File: config.mk
export PLATFORM = sky130hd
export DESIGN_NAME = tcw_ctrl
export DESIGN_NICKNAME = d
export VERILOG_FILES = /design/src/hw/rtl/tcw_pkg.sv /design/src/hw/rtl/tcw_ctrl.sv
export SDC_FILE = /design/constraint.sdc
export NUM_CORES = 1
export LEC_CHECK = 0
export BUFFER_PORTS_ARGS = -buffer_cell sky130_fd_sc_hd__clkbuf_2
export CAP_MARGIN = 5
export CORE_MARGIN = 2
export CORE_UTILIZATION = 41
export CTS_BUF_LIST = sky130_fd_sc_hd__clkbuf_8
export DETAILED_ROUTE_END_ITERATION = 8
export PLACE_DENSITY = 0.69
export SYNTH_ARGS = -nofsm -noshare
export SYNTH_HDL_FRONTEND = slang
export SYNTH_SLANG_ARGS = --single-unit
File: constraint.sdc
create_clock -name clk_i -period 4.9 [get_ports clk_i]
set_input_delay 0.49 -clock clk_i [delete_from_list [all_inputs] [get_ports clk_i]]
set_output_delay 0.49 -clock clk_i [all_outputs]
set_load 0.01 [all_outputs]
File: src/hw/rtl/tcw_pkg.sv
// types, constants and address helper shared by the text console writer
package tcw_pkg;

  // screen geometry
  localparam int SCREEN_COLS = 80;
  localparam int SCREEN_ROWS = 25;
  localparam int CELLS       = SCREEN_COLS * SCREEN_ROWS;
  localparam int ADDR_W      = $clog2(CELLS);

  // field widths
  localparam int CHAR_W = 8;
  localparam int ROW_W  = 5;
  localparam int COL_W  = 7;

  // stream widths, padded to whole bytes
  localparam int IN_DATA_W  = 24;
  localparam int OUT_DATA_W = 24;

  // character codes with a meaning of their own
  localparam logic [CHAR_W-1:0] CHAR_NULL    = 8'd0;
  localparam logic [CHAR_W-1:0] CHAR_NEWLINE = 8'd10;

  typedef enum logic {
    OP_PUT  = 1'b0,
    OP_READ = 1'b1
  } op_e;

  typedef struct packed {
    op_e               opcode;
    logic [CHAR_W-1:0] char_code;
    logic [ROW_W-1:0]  read_row;
    logic [COL_W-1:0]  read_col;
  } item_t;

  typedef struct packed {
    logic [CHAR_W-1:0] read_char;
    logic [ROW_W-1:0]  cur_row;
    logic [COL_W-1:0]  cur_col;
    logic              scrolled;
  } result_t;

  // one write and one read port of the screen store
  typedef struct packed {
    logic              we;
    logic [ADDR_W-1:0] waddr;
    logic [CHAR_W-1:0] wdata;
    logic              re;
    logic [ADDR_W-1:0] raddr;
  } mem_req_t;

  // controller status towards the stream stages
  typedef struct packed {
    logic clearing;
    logic consume;
    logic res_load;
  } ctrl_status_t;

  // physical cell address: rows form a ring that starts at base
  function automatic logic [ADDR_W-1:0] cell_addr(input logic [ROW_W-1:0] base,
                                                  input logic [ROW_W-1:0] row,
                                                  input logic [COL_W-1:0] col);
    logic [ROW_W:0] phys;
    phys = {1'b0, base} + {1'b0, row};
    if (phys >= (ROW_W + 1)'(SCREEN_ROWS)) begin
      phys = phys - (ROW_W + 1)'(SCREEN_ROWS);
    end
    return ADDR_W'(phys) * ADDR_W'(SCREEN_COLS) + ADDR_W'(col);
  endfunction

endpackage

File: src/hw/rtl/tcw_ctrl.sv
// cursor, row ring base and sequencer for puts, reads, scrolls and clearing
module tcw_ctrl (
  input  logic                          clk_i,
  input  logic                          rst_ni,
  input  logic                          item_valid_i,
  input  tcw_pkg::item_t                item_i,
  input  logic                          out_free_i,
  input  logic [tcw_pkg::CHAR_W-1:0]    rdata_i,
  output tcw_pkg::mem_req_t             mem_req_o,
  output tcw_pkg::result_t              result_o,
  output tcw_pkg::ctrl_status_t         status_o
);

  typedef enum logic [4:0] {
    ST_CLEAR  = 5'b00001,
    ST_IDLE   = 5'b00010,
    ST_RDWAIT = 5'b00100,
    ST_COPY   = 5'b01000,
    ST_WRAP   = 5'b10000
  } state_e;

  localparam logic [tcw_pkg::ROW_W-1:0] LAST_ROW = tcw_pkg::ROW_W'(tcw_pkg::SCREEN_ROWS - 1);
  localparam logic [tcw_pkg::COL_W-1:0] NUM_COLS = tcw_pkg::COL_W'(tcw_pkg::SCREEN_COLS);
  localparam logic [tcw_pkg::ROW_W-1:0] NUM_ROWS = tcw_pkg::ROW_W'(tcw_pkg::SCREEN_ROWS);
  localparam logic [tcw_pkg::ADDR_W-1:0] LAST_CELL = tcw_pkg::ADDR_W'(tcw_pkg::CELLS - 1);

  state_e                      state_q, state_d;
  logic [tcw_pkg::ROW_W-1:0]   row_q, row_d;
  logic [tcw_pkg::COL_W-1:0]   col_q, col_d;
  logic [tcw_pkg::ROW_W-1:0]   base_q, base_d;
  logic [tcw_pkg::ADDR_W-1:0]  cnt_q, cnt_d;
  logic                        rd_ok_q, rd_ok_d;
  logic                        rd_ok;
  logic [tcw_pkg::COL_W-1:0]   copy_col;

  assign rd_ok    = (item_i.read_row < NUM_ROWS) && (item_i.read_col < NUM_COLS);
  assign copy_col = cnt_q[tcw_pkg::COL_W-1:0];

  // sequencer
  always_comb begin
    state_d   = state_q;
    row_d     = row_q;
    col_d     = col_q;
    base_d    = base_q;
    cnt_d     = cnt_q;
    rd_ok_d   = rd_ok_q;
    mem_req_o = '0;
    status_o  = '0;
    result_o.read_char = '0;
    result_o.scrolled  = 1'b0;

    unique case (state_q)
      // zero every cell after reset
      ST_CLEAR: begin
        status_o.clearing = 1'b1;
        mem_req_o.we      = 1'b1;
        mem_req_o.waddr   = cnt_q;
        mem_req_o.wdata   = '0;
        cnt_d             = cnt_q + 1'b1;
        if (cnt_q == LAST_CELL) begin
          cnt_d   = '0;
          state_d = ST_IDLE;
        end
      end

      ST_IDLE: begin
        if (item_valid_i && out_free_i) begin
          if (item_i.opcode == tcw_pkg::OP_READ) begin
            mem_req_o.re     = rd_ok;
            mem_req_o.raddr  = tcw_pkg::cell_addr(base_q, item_i.read_row, item_i.read_col);
            rd_ok_d          = rd_ok;
            status_o.consume = 1'b1;
            state_d          = ST_RDWAIT;
          end else if (item_i.char_code == tcw_pkg::CHAR_NULL) begin
            status_o.consume  = 1'b1;
            status_o.res_load = 1'b1;
          end else if (item_i.char_code == tcw_pkg::CHAR_NEWLINE) begin
            if (row_q == LAST_ROW) begin
              cnt_d   = '0;
              state_d = ST_COPY;
            end else begin
              row_d             = row_q + 1'b1;
              col_d             = '0;
              status_o.consume  = 1'b1;
              status_o.res_load = 1'b1;
            end
          end else if (col_q >= NUM_COLS) begin
            // pending wrap: move to a new row first
            if (row_q == LAST_ROW) begin
              cnt_d   = '0;
              state_d = ST_COPY;
            end else begin
              mem_req_o.we      = 1'b1;
              mem_req_o.waddr   = tcw_pkg::cell_addr(base_q, row_q + 1'b1, '0);
              mem_req_o.wdata   = item_i.char_code;
              row_d             = row_q + 1'b1;
              col_d             = tcw_pkg::COL_W'(1);
              status_o.consume  = 1'b1;
              status_o.res_load = 1'b1;
            end
          end else begin
            mem_req_o.we      = 1'b1;
            mem_req_o.waddr   = tcw_pkg::cell_addr(base_q, row_q, col_q);
            mem_req_o.wdata   = item_i.char_code;
            col_d             = col_q + 1'b1;
            status_o.consume  = 1'b1;
            status_o.res_load = 1'b1;
          end
        end
      end

      // read data arrives in the cycle after the request
      ST_RDWAIT: begin
        result_o.read_char = rd_ok_q ? rdata_i : '0;
        status_o.res_load  = 1'b1;
        state_d            = ST_IDLE;
      end

      // scroll: copy the bottom row over the top row, then rotate the ring
      ST_COPY: begin
        if (copy_col < NUM_COLS) begin
          mem_req_o.re    = 1'b1;
          mem_req_o.raddr = tcw_pkg::cell_addr(base_q, LAST_ROW, copy_col);
        end
        if (cnt_q != '0) begin
          mem_req_o.we    = 1'b1;
          mem_req_o.waddr = tcw_pkg::cell_addr(base_q, '0, copy_col - 1'b1);
          mem_req_o.wdata = rdata_i;
        end
        cnt_d = cnt_q + 1'b1;
        if (copy_col == NUM_COLS) begin
          cnt_d  = '0;
          base_d = (base_q == LAST_ROW) ? '0 : base_q + 1'b1;
          if (item_i.char_code == tcw_pkg::CHAR_NEWLINE) begin
            col_d             = '0;
            result_o.scrolled = 1'b1;
            status_o.consume  = 1'b1;
            status_o.res_load = 1'b1;
            state_d           = ST_IDLE;
          end else begin
            state_d = ST_WRAP;
          end
        end
      end

      // character that caused the scroll lands at the start of the bottom row
      ST_WRAP: begin
        mem_req_o.we      = 1'b1;
        mem_req_o.waddr   = tcw_pkg::cell_addr(base_q, LAST_ROW, '0);
        mem_req_o.wdata   = item_i.char_code;
        col_d             = tcw_pkg::COL_W'(1);
        result_o.scrolled = 1'b1;
        status_o.consume  = 1'b1;
        status_o.res_load = 1'b1;
        state_d           = ST_IDLE;
      end

      default: begin
        state_d = ST_IDLE;
      end
    endcase

    result_o.cur_row = row_d;
    result_o.cur_col = col_d;
  end

  // control state
  always_ff @(posedge clk_i or negedge rst_ni) begin
    if (!rst_ni) begin
      state_q <= ST_CLEAR;
      row_q   <= '0;
      col_q   <= '0;
      base_q  <= '0;
      cnt_q   <= '0;
      rd_ok_q <= 1'b0;
    end else begin
      state_q <= state_d;
      row_q   <= row_d;
      col_q   <= col_d;
      base_q  <= base_d;
      cnt_q   <= cnt_d;
      rd_ok_q <= rd_ok_d;
    end
  end

endmodule

==> summary.txt <==
Outcome
  • Run status: complete, but fails checks
  • Failing checks: setup timing

Job
  • Max-cap violation count: 0

Synthesis
  • Most used flip-flop cell after synthesis: dfrtp_1
  • Cell variety after synth: 69
  • Synth Area per Inst: 7.855 µm²
  • Mapped cell area: between 0.005 and 0.006 mm²
  • Syn Inst Count: 712
  • Sequential-to-total area share from yosys stat: 15.23%
  • Ys Warns: 0
  • Number of enable flip-flop cells after synthesis: 0
  • Proportion of register bits with asynchronous set or reset after synthesis: 100.0%
  • Synthesized net count: between 800 and 900
  • Flip-flop and latch count after synthesis: 34

Die
  • Boundary Pins: 89
  • Height of the chip: 120.8 µm
  • Core area: 0.01330 mm²
  • Area of the die: 0.01459 mm²
  • X dimension of the die: 120.8 µm
  • Number of cell rows: 42
  • Effective utilization at floorplan: between 40% and 50%

Global route
  • Total routing usage reported by global routing: 21.52%
  • Largest net degree at the start of global routing: 35
  • Number of antenna violations at the first check in global routing: 0
  • Residual overflow from global routing: 0
  • Vias in the first global route: between 5,000 and 6,000
  • Global-route wire length before repair: 25.60 mm

Layout
  • Area taken by flip-flops and latches: 855.8 µm²
  • Most frequent standard cell in the layout excluding fill and tap cells: clkbuf_2
  • Layout area overhead: 31.25%
  • Utilization of the core after routing: 55.21%
  • Total area of multi-input combinational cells: 0.004974 mm²
  • Number of nets at the end of the flow: 977
  • Filler cells: 1,193
  • Leading cell types in the layout, fill and taps excluded: clkbuf_2 (84), buf_4 (62), o21ai_0 (60)
  • Number of diodes added for antenna fixing: 0
  • Post-route cell area: approximately 0.0073 mm²
  • Share of layout cells above drive strength 1: a little under a third

Clock network
  • # H-tree levels: 2
  • Root buffer cell: clkbuf_8
  • Number of clock sinks: 34
  • Quantity of hold-fixing buffers added after cts: 0
  • Clock insertion delay at the later pin of the skew report: 0.30 ns
  • Max Root-Sink Buffers: 2
  • Num CTS Buffers: 5
  • Register clock-pin slew on the reported worst setup and hold paths: ~0.080 ns
  • TritonCTS clock tree: yes

Place
  • Count of buffers inserted at the top-level ports: 88
  • Final weighted congestion in routability-driven placement: ~0.90
  • Detailed Place HPWL: 12.27 mm
  • Minimum setup slack after placement: -0.04524 ns
  • Placement-stage cell area: 0.006436 mm²

Drt
  • Count of unresolved DRC violations after routing: 0
  • Drt total wl: 16.48 mm
  • Number of vias after detailed routing: 5,764
  • DR vias/cell: 5.602
  • Iter 0 DRT Violations: 353
  • Iteration count of the initial detailed-routing pass: 5
  • Routed wire length per instance: 16.01 µm
  • Count of nets left with antenna violations after detail routing: 0

Setup path
  • Worst-path maximum fanout: 4
  • Arrival time of the worst setup path: 4.57 ns
  • CP startpoint kind: flip-flop
  • Data required time of the critical path: ~4.4 ns
  • Nature of the critical path endpoint: output port
  • Crit Path Class: flip-flop to output port

Pwr
  • Power density cells: around 180 mW/mm²
  • Pleak: around 3.5 nW
  • Maximum vdd ir drop: 0.1009 mV

STA
  • Maximum clock rate: between 150 and 200 MHz
  • Period minus WS final: 5.061 ns
  • Setup Total Neg Slack: -0.3589 ns
  • Final hold violations: 0
  • RSZ-0062 raised after global routing: yes
  • Slew margin rel.: between 30% and 40%
  • Tcrit/Tclk final: 103.3%
  • Final Skew: 0.01188 ns
  • Final setup margin: -0.1606 ns
  • Fin. max-slew vios: 0
  • Setup violators final: 3
  • Worst slew pin tran: 0.9574 ns

Worst hold path
  • Kind of path behind the tightest hold check: input pin to async pin
registers in the layout (all words and copies together) (netlist names):
register  count
col_q         7
cnt_q        11
rd_ok_q       1
row_q         5
base_q        5
state_q       5
worst max-delay path, stage by stage, from the launching register on:
cell and delay (ns):
dfrtp_2 0.48, ha_4 0.19, fa_2 0.58, inv_2 0.05, ha_2 0.16, nand2b_4 0.15
nor2_4 0.09, o21a_4 0.18, mux2i_2 0.25, inv_2 0.08, ha_4 0.28, ha_4 0.14
inv_2 0.03, fa_2 0.53, inv_2 0.05, buf_6 0.12, xnor2_4 0.11, a22oi_2 0.16
nor2_1 0.09, a311o_1 0.38, buf_2 0.16
synth_stat cells (all sizes together), types with 2 or more instances:
cell     count  area (µm²)
ha          80        1001
inv         53       198.9
and3        18       112.6
o21ai       68       340.3
or3b         2       17.52
nand3       21       105.1
o31ai        6       45.04
nor4b        3       26.28
a41oi        4       50.05
fa          12       240.2
o221ai       3       26.28
nand3b       2       15.01
nor2        49       183.9
o31a         2       17.52
o21bai       2       15.01
buf          5       31.28
nor4         3       18.77
a221o        2       20.02
nand2b      10       62.56
o22ai        7       50.05
o21a         6       45.04
mux2i        7       70.07
a21o        16       120.1
xor2        17       148.9
a211oi       7       52.55
a31oi        4       25.02
dfrtp       33       825.8
nor3         9       45.04
nor3b        6       45.04
xnor2       46       402.9
nand2       56       210.2
o211ai       5       37.54
or3          4       25.02
a22oi        4       30.03
a2111oi      2       17.52
and2        15       93.84
nand4        6       37.54
or2          8       52.55
nor2b       13       81.33
a21oi       36       180.2
a222oi       6       60.06
o41ai        2       25.03
a22o        14       122.6
clkbuf      19       71.32
repair_timing:
action	in CTS	in global routing
pin swaps	24	46
cloned	0	0
resized for setup	34	96
setup endpoints to repair	4	6
buffers inserted	17	14
power by group:
group	switching [W]	internal [W]	leakage, nW	total (W)
Combinational	0.000418	0.000292	2.96	0.000710
Sequential	0.0000480	0.000311	0.450	0.000359
Clock	0.000118	0.000113	0.0472	0.000231
logic make-up (layout without fill, tap and decap cells):
family          after synthesis  after routing  share of synthesized area (%)
fa+ha+maj                    92             92                          22.19
simple gates                230            230                          21.10
mux                           8              8                          1.454
flops                        34             34                          15.23
xor+xnor                     63             63                          9.866
buf+inv                      78            219                          5.459
compound gates              207            207                          24.70
layer usage:
layer	vias to the layer above	wire length [µm]	GRT usage (%)
met2	150	8163	38.42
met3	27	682	3.066
li1	2852	-	-
met4	0	420	5.087
met1	2735	7210	27.28
met5	-	0	0
final timing paths:
path                                        start                      to  slack (ns)  cells past startpoint
max in group asynchronous                  rst_ni   base_q[2]$_DFFE_PN0P_        3.95                      1
max                            row_q[0]$_DFF_PN0_           mem_req_o[28]       -0.16                     20
max reg2reg                state_q[3]$_DFFE_PN0P_    cnt_q[7]$_DFFE_PN0P_        2.12                      7
min reg2reg                   rd_ok_q$_DFFE_PN0P_     rd_ok_q$_DFFE_PN0P_        0.52                      2
min                                        rst_ni    cnt_q[2]$_DFFE_PN0P_        0.30                      1
min in group clk_i                     item_i[20]  state_q[3]$_DFFE_PN0P_        0.50                      2
area by class of cell:
class,count,share of cell area [%]
Inverter,54,2.795
Sequential cell,34,11.66
Timing Repair Buffer,157,13.50
Tap cell,176,3.000
Multi-Input combinational cell,600,67.75
Clock buffer,6,1.125
Clock inverter,2,0.1704
per-stage QoR:
| step | cells | hold slack [ns] | total power, W |
|---|---|---|---|
| final | 1029 | 0.3050 | 0.001300 |
| after global placement | 990 | 0.4962 | 0.0009949 |
| after detailed placement | 990 | 0.5025 | 0.001006 |
| after floorplan | 712 | 0.1944 | 0.0008301 |
| after global routing | 1029 | 0.3779 | 0.001416 |
| after CTS | 1015 | 0.3416 | 0.001259 |
No activity file was read; power rests on OpenSTA's default activity.
